[config.mk]
export PLATFORM = sky130hd
export DESIGN_NAME = sorp_ctrl
export DESIGN_NICKNAME = d
export VERILOG_FILES = /design/src/sv/sor_pressure_poisson_solver_core_defines.svh /design/src/sv/sorp_pkg.sv /design/src/sv/sorp_ctrl.sv
export SDC_FILE = /design/constraint.sdc
export NUM_CORES = 1
export LEC_CHECK = 0
export BUFFER_PORTS_ARGS = -buffer_cell sky130_fd_sc_hd__buf_2
export CORE_ASPECT_RATIO = 0.9
export CORE_MARGIN = 3
export CORE_UTILIZATION = 30
export CTS_CLUSTER_DIAMETER = 50
export DETAILED_ROUTE_END_ITERATION = 12
export GPL_TIMING_DRIVEN = 0
export PLACE_DENSITY_LB_ADDON = 0.25
export SLEW_MARGIN = 40
export SYNTH_ARGS = -nofsm -noshare
export SYNTH_HDL_FRONTEND = slang
export SYNTH_SLANG_ARGS = --single-unit
[constraint.sdc]
create_clock -name clk -period 3.92 [get_ports clk]
set_clock_uncertainty 0.05 [all_clocks]
set_input_delay 0.784 -clock clk [delete_from_list [all_inputs] [get_ports clk]]
set_output_delay 0.784 -clock clk [all_outputs]
set_load 0.03 [all_outputs]
[src/sv/sor_pressure_poisson_solver_core_defines.svh]
// Assertion macros for the SOR pressure solver core.
// Used by the top level; expects clk and rst in scope.
`ifndef SOR_PRESSURE_POISSON_SOLVER_CORE_DEFINES_SVH
`define SOR_PRESSURE_POISSON_SOLVER_CORE_DEFINES_SVH

// same-cycle implication
`define SORP_ASSERT_IMPLY(label, ante, cons, msg) \
  label: assert property (@(posedge clk) disable iff (rst) (ante) |-> (cons)) \
    else $error(msg);

// next-cycle implication
`define SORP_ASSERT_NEXT(label, ante, cons, msg) \
  label: assert property (@(posedge clk) disable iff (rst) (ante) |=> (cons)) \
    else $error(msg);

`endif

[src/sv/sorp_pkg.sv]
// Shared types, constants and saturation helper for the SOR solver core.
// No dependencies.
package sorp_pkg;

  localparam int DATA_W     = 32;
  localparam int RES_W      = 63;
  localparam int ITER_W     = 16;
  localparam int SIZE_W     = 6;
  localparam int COEF_W     = 31;
  localparam int CFG_IDX_W  = 3;
  localparam int CFG_DATA_W = 63;

  localparam logic [RES_W-1:0] RES_ONE = 63'h1_0000_0000;
  localparam logic [RES_W-1:0] RES_MAX = '1;

  typedef enum logic [1:0] {
    FUNC_LOAD  = 2'd0,
    FUNC_SOLVE = 2'd1,
    FUNC_READ  = 2'd2,
    FUNC_NOP   = 2'd3
  } func_t;

  typedef enum logic [CFG_IDX_W-1:0] {
    REG_GRID_COLS   = 3'd0,
    REG_GRID_ROWS   = 3'd1,
    REG_MAX_ITER    = 3'd2,
    REG_TOL_SQ      = 3'd3,
    REG_RELAX       = 3'd4,
    REG_INV_DX_SQ   = 3'd5,
    REG_INV_DY_SQ   = 3'd6,
    REG_SWEEP_ORDER = 3'd7
  } reg_idx_t;

  typedef enum logic [2:0] {
    CAP_C = 3'd0,
    CAP_L = 3'd1,
    CAP_R = 3'd2,
    CAP_U = 3'd3,
    CAP_D = 3'd4
  } cap_t;

  typedef struct packed {
    logic [SIZE_W-1:0] grid_cols;
    logic [SIZE_W-1:0] grid_rows;
    logic [ITER_W-1:0] max_iterations;
    logic [RES_W-1:0]  tolerance_sq;
    logic [COEF_W-1:0] relax_factor;
    logic [COEF_W-1:0] inv_dx_sq;
    logic [COEF_W-1:0] inv_dy_sq;
    logic              sweep_order;
  } cfg_t;

  localparam cfg_t CFG_RESET = '{
    grid_cols:      6'd62,
    grid_rows:      6'd62,
    max_iterations: 16'd1000,
    tolerance_sq:   63'd42950,
    relax_factor:   31'd65536,
    inv_dx_sq:      31'd65536,
    inv_dy_sq:      31'd65536,
    sweep_order:    1'b0
  };

  typedef struct packed {
    logic solve_init;
    logic sum_clr;
    logic rd_en;
    logic rd_ext;
    logic cap_en;
    cap_t cap_sel;
    logic mul1;
    logic sum_r;
    logic mul2;
    logic wb;
    logic acc;
    logic halo_we;
    logic load_we;
    logic div_start;
    logic div_take;
    logic finish;
    logic emit;
    logic emit_rd;
  } cmd_t;

  typedef struct packed {
    logic res_ge_tol;
    logic it_lt_limit;
    logic div_done;
  } sts_t;

  function automatic logic signed [DATA_W-1:0] sat32(input logic signed [64:0] x);
    if (x > 65'sd2147483647) begin
      return 32'sh7FFF_FFFF;
    end else if (x < -65'sd2147483648) begin
      return 32'sh8000_0000;
    end else begin
      return x[DATA_W-1:0];
    end
  endfunction

endpackage

[src/sv/sorp_ctrl.sv]
// Controller: job decode, sweep and halo sequencing, divider and result control.
// Depends on sorp_pkg.
module sorp_ctrl import sorp_pkg::*; #(
  parameter int MAX_COLS = 62,
  parameter int MAX_ROWS = 62,
  localparam int CW = $clog2(MAX_COLS + 2),
  localparam int RW = $clog2(MAX_ROWS + 2)
) (
  input  logic          clk,
  input  logic          rst,
  input  cfg_t          cfg,
  input  logic          job_valid,
  input  logic [1:0]    job_func,
  input  logic          slot_free,
  output logic          job_ready,
  output cmd_t          cmd,
  input  sts_t          sts,
  output logic [CW-1:0] nc,
  output logic [RW-1:0] nr,
  output logic [CW-1:0] rcol,
  output logic [RW-1:0] rrow,
  output logic [CW-1:0] wcol,
  output logic [RW-1:0] wrow
);
  typedef enum logic [14:0] {
    S_IDLE     = 15'b000_0000_0000_0001,
    S_READ     = 15'b000_0000_0000_0010,
    S_DONE     = 15'b000_0000_0000_0100,
    S_CHECK    = 15'b000_0000_0000_1000,
    S_SCAN     = 15'b000_0000_0001_0000,
    S_FETCH    = 15'b000_0000_0010_0000,
    S_MUL1     = 15'b000_0000_0100_0000,
    S_SUM      = 15'b000_0000_1000_0000,
    S_MUL2     = 15'b000_0001_0000_0000,
    S_WB       = 15'b000_0010_0000_0000,
    S_ACC      = 15'b000_0100_0000_0000,
    S_HALO_RD  = 15'b000_1000_0000_0000,
    S_HALO_WR  = 15'b001_0000_0000_0000,
    S_DIV_GO   = 15'b010_0000_0000_0000,
    S_DIV_WAIT = 15'b100_0000_0000_0000
  } state_t;

  state_t        state, state_next;
  logic [CW-1:0] i, hsc, hdc;
  logic [RW-1:0] j, hsr, hdr;
  logic          pass;
  logic [2:0]    fstep;
  logic [1:0]    hkind;
  logic          accept, go, skip, halo_last;

  always_comb begin
    if (cfg.grid_cols == '0) begin
      nc = CW'(1);
    end else if (32'(cfg.grid_cols) > MAX_COLS) begin
      nc = CW'(MAX_COLS);
    end else begin
      nc = CW'(cfg.grid_cols);
    end
    if (cfg.grid_rows == '0) begin
      nr = RW'(1);
    end else if (32'(cfg.grid_rows) > MAX_ROWS) begin
      nr = RW'(MAX_ROWS);
    end else begin
      nr = RW'(cfg.grid_rows);
    end
  end

  assign job_ready = (state == S_IDLE) && slot_free;
  assign accept    = job_valid && job_ready;
  assign go        = sts.res_ge_tol && sts.it_lt_limit;
  assign skip      = cfg.sweep_order && ((i[0] ^ j[0]) != pass);
  assign halo_last = (hkind < 2'd2) ? (i == nc) : (j == nr);

  always_comb begin
    case (hkind)
      2'd0: begin
        hsc = i;  hsr = RW'(1);  hdc = i;          hdr = '0;
      end
      2'd1: begin
        hsc = i;  hsr = nr;      hdc = i;          hdr = nr + 1'b1;
      end
      2'd2: begin
        hsc = CW'(1); hsr = j;   hdc = '0;         hdr = j;
      end
      default: begin
        hsc = nc; hsr = j;       hdc = nc + 1'b1;  hdr = j;
      end
    endcase
  end

  always_comb begin
    cmd        = '0;
    state_next = state;
    rcol       = i;
    rrow       = j;
    wcol       = i;
    wrow       = j;
    case (state)
      S_IDLE: begin
        if (accept) begin
          case (func_t'(job_func))
            FUNC_LOAD: begin
              cmd.load_we = 1'b1;
              cmd.emit    = 1'b1;
            end
            FUNC_READ: begin
              cmd.rd_en  = 1'b1;
              cmd.rd_ext = 1'b1;
              state_next = S_READ;
            end
            FUNC_SOLVE: begin
              cmd.solve_init = 1'b1;
              state_next     = S_CHECK;
            end
            default: cmd.emit = 1'b1;
          endcase
        end
      end
      S_READ: begin
        cmd.emit    = 1'b1;
        cmd.emit_rd = 1'b1;
        state_next  = S_IDLE;
      end
      S_CHECK: begin
        if (go) begin
          cmd.sum_clr = 1'b1;
          state_next  = S_SCAN;
        end else begin
          cmd.finish = 1'b1;
          state_next = S_DONE;
        end
      end
      S_DONE: begin
        cmd.emit   = 1'b1;
        state_next = S_IDLE;
      end
      S_SCAN: begin
        if (j > nr) begin
          if (!(cfg.sweep_order && !pass)) begin
            state_next = S_HALO_RD;
          end
        end else if (!skip) begin
          state_next = S_FETCH;
        end
      end
      S_FETCH: begin
        cmd.rd_en   = fstep < 3'd5;
        cmd.cap_en  = fstep != 3'd0;
        cmd.cap_sel = cap_t'(fstep - 3'd1);
        case (fstep)
          3'd1: rcol = i - 1'b1;
          3'd2: rcol = i + 1'b1;
          3'd3: rrow = j - 1'b1;
          3'd4: rrow = j + 1'b1;
          default: ;
        endcase
        if (fstep == 3'd5) begin
          state_next = S_MUL1;
        end
      end
      S_MUL1: begin
        cmd.mul1   = 1'b1;
        state_next = S_SUM;
      end
      S_SUM: begin
        cmd.sum_r  = 1'b1;
        state_next = S_MUL2;
      end
      S_MUL2: begin
        cmd.mul2   = 1'b1;
        state_next = S_WB;
      end
      S_WB: begin
        cmd.wb     = 1'b1;
        state_next = S_ACC;
      end
      S_ACC: begin
        cmd.acc    = 1'b1;
        state_next = S_SCAN;
      end
      S_HALO_RD: begin
        cmd.rd_en  = 1'b1;
        rcol       = hsc;
        rrow       = hsr;
        state_next = S_HALO_WR;
      end
      S_HALO_WR: begin
        cmd.halo_we = 1'b1;
        wcol        = hdc;
        wrow        = hdr;
        state_next  = (hkind == 2'd3 && halo_last) ? S_DIV_GO : S_HALO_RD;
      end
      S_DIV_GO: begin
        cmd.div_start = 1'b1;
        state_next    = S_DIV_WAIT;
      end
      S_DIV_WAIT: begin
        if (sts.div_done) begin
          cmd.div_take = 1'b1;
          state_next   = S_CHECK;
        end
      end
      default: state_next = S_IDLE;
    endcase
  end

  always_ff @(posedge clk) begin
    if (rst) begin
      state <= S_IDLE;
      i     <= CW'(1);
      j     <= RW'(1);
      pass  <= 1'b0;
      fstep <= '0;
      hkind <= '0;
    end else begin
      state <= state_next;
      case (state)
        S_CHECK: begin
          i    <= CW'(1);
          j    <= RW'(1);
          pass <= 1'b0;
        end
        S_SCAN: begin
          if (j > nr) begin
            i <= CW'(1);
            j <= RW'(1);
            if (cfg.sweep_order && !pass) begin
              pass <= 1'b1;
            end else begin
              hkind <= '0;
            end
          end else if (skip) begin
            if (i == nc) begin
              i <= CW'(1);
              j <= j + 1'b1;
            end else begin
              i <= i + 1'b1;
            end
          end else begin
            fstep <= '0;
          end
        end
        S_FETCH: fstep <= fstep + 1'b1;
        S_ACC: begin
          if (i == nc) begin
            i <= CW'(1);
            j <= j + 1'b1;
          end else begin
            i <= i + 1'b1;
          end
        end
        S_HALO_WR: begin
          if (hkind < 2'd2) begin
            if (i == nc) begin
              i     <= CW'(1);
              hkind <= hkind + 1'b1;
            end else begin
              i <= i + 1'b1;
            end
          end else begin
            if (j == nr) begin
              j     <= RW'(1);
              hkind <= hkind + 1'b1;
            end else begin
              j <= j + 1'b1;
            end
          end
        end
        default: ;
      endcase
    end
  end
endmodule

# --- Word level (Yosys, flattened, before mapping) ---
# Cells that the tools add are included.
# W data, S select, Z words.
totals:
  register_bits: 33
  latch_bits: 0
  ram_bits: 0
  rom_bits: 0
  in_bits: 194
  wordCells: 166
  n_memories: 0
classes:
  addsub: 9
  multipliers: 0
  n_div: 0
  order_cmp: 5
  eq_ne: 44
  shift: 0
  mux: 76
  bitwise: 1
  reduce_logical: 25
ops:
  columns: ["operator", "n"]
  rows:
  - ["$pmux W15 S13", 1]
  - ["$pmux W6 S2", 8]
  - ["$mux W15", 6]
  - ["$mux W6", 15]
  - ["$pmux W6 S4", 2]
  - ["$pmux W15 S2", 1]
  - ["$mux W1", 26]
  - ["$add A6 B1 Y6 const B", 4]
  - ["$ne A2 B2 Y1 const B", 10]
  - ["$eq A15 B1 Y1 const B", 1]
  - ["$eq A15 B10 Y1 const B", 1]
  - ["$eq A15 B11 Y1 const B", 1]
  - ["$eq A15 B12 Y1 const B", 1]
  - ["$eq A15 B13 Y1 const B", 1]
  - ["$eq A15 B14 Y1 const B", 1]
  - ["$eq A15 B15 Y1 const B", 1]
  - ["$eq A15 B2 Y1 const B", 1]
  - ["$eq A15 B3 Y1 const B", 1]
  - ["$eq A15 B4 Y1 const B", 1]
  - ["$eq A15 B5 Y1 const B", 1]
  - ["$eq A15 B6 Y1 const B", 1]
  - ["$eq A15 B7 Y1 const B", 1]
  - ["$eq A15 B8 Y1 const B", 1]
  - ["$eq A15 B9 Y1 const B", 1]
  - ["other kinds (38)", 72]

# --- Longest topological paths before layout ---
depth:
  depth_word: 8
  depth_mapped: 12
  mapped_depth_nobuf: 11

# --- Worst setup path after synthesis ---
# OpenSTA, ideal clock, no wires.
synth_timing:
  path_type: "register -> output"
  from: "register state[0]"
  to: "output port rcol[2]"
  arrival_ps: 2814
  required_ps: 3086
  slack_ps: 272
  stages_incl_launch_ff: 7
  n_path_buf: 2
  path_cell_list: "dfxtp_1 > or4_4 > buf_6 > nor3_1 > nand2_1 > clkbuf_1 > o311ai_0"
synth_between:
  elab_chain_len: 2
synth_rtl:
  columns: ["item", "line", "text"]
  rows:
  - ["start, declared", "sorp_ctrl.sv:43", "state_t state, state_next;"]
  - ["start signal, assigned", "sorp_ctrl.sv:216", "state <= state_next;"]
  - ["$eq A15 B12 Y1 / $eq A15 B6 Y1 (equally long branches)", "sorp_ctrl.sv:98", "case (state)"]
  - ["$pmux W6 S2 (*)", "sorp_ctrl.sv:98", null]
  - ["end, declared", "sorp_ctrl.sv:20", "output logic [CW-1:0] rcol,"]
# Mark *: on every way between the ends. The rest lies on a longest branch, timed or not.

# --- Final worst setup path ---
layout_timing:
  from: "register state[6]"
  to: "output port rrow[1]"
layout_between:
  elab_chain_len: 2
layout_rtl:
  columns: ["item", "line", "text"]
  rows:
  - ["$eq A15 B12 Y1 / $eq A15 B6 Y1 (equally long branches)", "sorp_ctrl.sv:98", null]
  - ["$pmux W6 S2 (*)", "sorp_ctrl.sv:98", null]
  - ["end, declared", "sorp_ctrl.sv:21", "output logic [RW-1:0] rrow,"]
# Marks and branches as above.

==> results.toml <==
[place]
pre_cts_ws_ps = 119
dp_hpwl_um = 9500
placed_cell_area_sq_um = 4120
io_buffers = 74
gp_congestion = 0.900

[final_layout]
drive_above_1_share_pct = 19.3
fin_nets = 798
num_antenna_cells = 0
area_growth_pct = 21.6
final_core_util_pct = 37.6
final_cell_mix = "77 x buf_2, 48 x nand2_1, 41 x nor2_1"
fillers = 1287
fin_area_sq_um = 4310
layout_commonest_cell = "buf_2"

[sta]
setup_viol = 0
maxSlewViolCount = 0
clock.fmax_mhz = 268
setup-tns-final_ps = 0
final.setup.worst_slack_ps = 195
grt_setup_unrepaired = "false"
period_needed_ps = 3730
hold_violations = 0
relSlewSlack_pct = 45.7
min_period_over_period_pct = 95.0
worst_pin_slew_ps = 801

[global_routing]
grt_use_total_pct = 17.7
use_met1_pct = 25.7
grt_max_degree = 12
grt_pass1_vias = 3603
grt-ovfl-total = 0
use_met3_pct = 2.90
grt_pass1_wl_um = 18800
grt_util_met2_pct = 27.0
antenna_found_initial = 0
busiest_layer = "met2"

[critical_path]
r2r_start = "j[0]$_SDFFE_PP1P_"
cp_data_required_time_ps = 3090
rrSetupSlack_ps = 760
crit_path_max_fanout = 10
rr_worst_depth = 9
worstSetupStartpoint = "state[6]$_SDFFE_PP0P_"
arrival_ps = 2890
critPathLaunchType = "flop"
crit_type = "reg2out"
end_kind = "output pin"
setup.worst_path.end = "rrow[1]"
reg2reg_to = "state[0]$_SDFFE_PP1P_"

[die]
die_w_um = 121
design.core.area_sq_um = 11500
initial_utilization_pct = 30.9
dieArea_sq_um = 13200
num_rows = 37
die_h_um = 109
io_pins = 251

[logic_synthesis]
yosysSeqAreaShare_pct = 18.6
synth_seq_cells = 33
synthCells = 502
synth_cell_types = 69
ys.flop_type = "dfxtp_1"
netlist_area_sq_um = 3540
syn-num-nets = 720
async_reset_ff_share_pct = 0
syn_avg_cell_area_sq_um = 7.06
synth_warnings = 0
synth-edff-count = 0

[pwr]
p_leak_nw = 1.74
total_power_mw = 1.11
pwr_density_cell_nw_per_um2 = 257
peakVddDrop_v = 0.000172

[drt]
drt_pass1_iterations = 5
finalWirelength_um = 11900
drtIter0Drc = 306
vias_per_cell = 5.44
wire_per_inst_um = 16.1
num_vias = 4012
antenna_left = 0
drcViolationCount = 0

[cts]
htreeDepth = 2
cts_hold_buf = 0
post_cts_buffers = 0
cts_tree = "yes"
clk_latency_ps = 280
cts.clk_slew.worst_paths_ps = 60
ctsRootBufferMaster = "clkbuf_16"
clk_path_buf_depth = 2
numCtsBuffers = 5
clock_sinks = 33

[outcome]
status = "finished, final reports clean"

[worst_hold_path]
worstHoldPathType = "reg2reg"
hold_depth = 2

[run]
drv_cap = 0
## cells in the mapped netlist (8+ instances only)
cell type / n / area share, %
xnor2_1: 10 / 2.5
o21ai_0: 34 / 4.8
nand3_1: 28 / 4.0
nand2b_1: 13 / 2.3
dfxtp_1: 33 / 19
xor2_1: 8 / 2.0
a21oi_1: 22 / 3.1
o31ai_1: 8 / 1.7
nor3_1: 15 / 2.1
and2_1: 13 / 2.3
nand2_1: 48 / 5.1
a32oi_1: 9 / 2.2
nor4_1: 10 / 1.8
nor2_1: 41 / 4.3
inv_1: 26 / 2.8
clkbuf_1: 39 / 4.1
ha_1: 24 / 8.5
## metrics by stage
step                instances  hold slack (ps)
global route              737              515
detailed placement        732              467
finish                    737              467
global placement          732              451
floorplan                 502              428
CTS                       739              474
## power by group
| part | internal, mW | switching [mW] | leakage (nW) |
|---|---|---|---|
| logic | 0.104 | 0.184 | 1.40 |
| clock network | 0.317 | 0.149 | 0.0831 |
| registers | 0.344 | 0.00980 | 0.266 |
## registers in the layout (all words and copies together) (netlist names)
register / flops
state: 15
i: 6
j: 6
fstep: 3
hkind: 2
pass: 1
## cell families (layout without fill, tap and decap cells)
| kind of cell | after synthesis | after routing | share of synthesized area (%) |
|---|---|---|---|
| simple gates | 213 | 213 | 31.8 |
| compound gates | 141 | 141 | 28.1 |
| buf+inv | 70 | 149 | 7.69 |
| flops | 33 | 33 | 18.6 |
| fa+ha+maj | 24 | 24 | 8.47 |
| xor+xnor | 18 | 18 | 4.45 |
| mux | 3 | 3 | 0.918 |
## worst min-delay path by stage
stage	from	to	slack (ps)
finish	hkind[0]$_SDFFE_PP0P_	hkind[0]$_SDFFE_PP0P_	470
global route	fstep[0]$_SDFFE_PP0P_	fstep[0]$_SDFFE_PP0P_	510
CTS	hkind[0]$_SDFFE_PP0P_	hkind[0]$_SDFFE_PP0P_	470
detailed placement	hkind[0]$_SDFFE_PP0P_	hkind[0]$_SDFFE_PP0P_	470
global placement	hkind[0]$_SDFFE_PP0P_	hkind[0]$_SDFFE_PP0P_	450
floorplan	hkind[0]$_SDFFE_PP0P_	hkind[0]$_SDFFE_PP0P_	430
## what timing repair did
item,CTS,global route
setup endpoints to repair,6,15
pin swaps,0,0
gates resized for setup,3,6
## layout make-up
type	instances	area (sq um)	share of cell area, %
timing repair buffer	74	370	8.59
buffer	40	164	3.80
multi-input combinational	399	2640	61.3
clock buffer	6	139	3.22
tap	156	195	4.53
clock inverter	2	37.5	0.871
sequential	33	661	15.3
inverter	27	101	2.35
## layer usage
metal  wire length [um]  share of wire (%)
met4                152                1.3
met5                  0                  0
met1               5860                 49
met2               5110                 43
met3                742                6.3
## worst max-delay path, stage by stage, from the launching register on
cell	delay, ps
dfxtp_1	340
or4_1	520
buf_2	190
nor4_2	250
nand3_1	150
clkbuf_1	290
o21a_1	290
a22o_1	180
nand2_1	60
o211ai_1	120
buf_2	210
(Power assumes the default switching activity.)
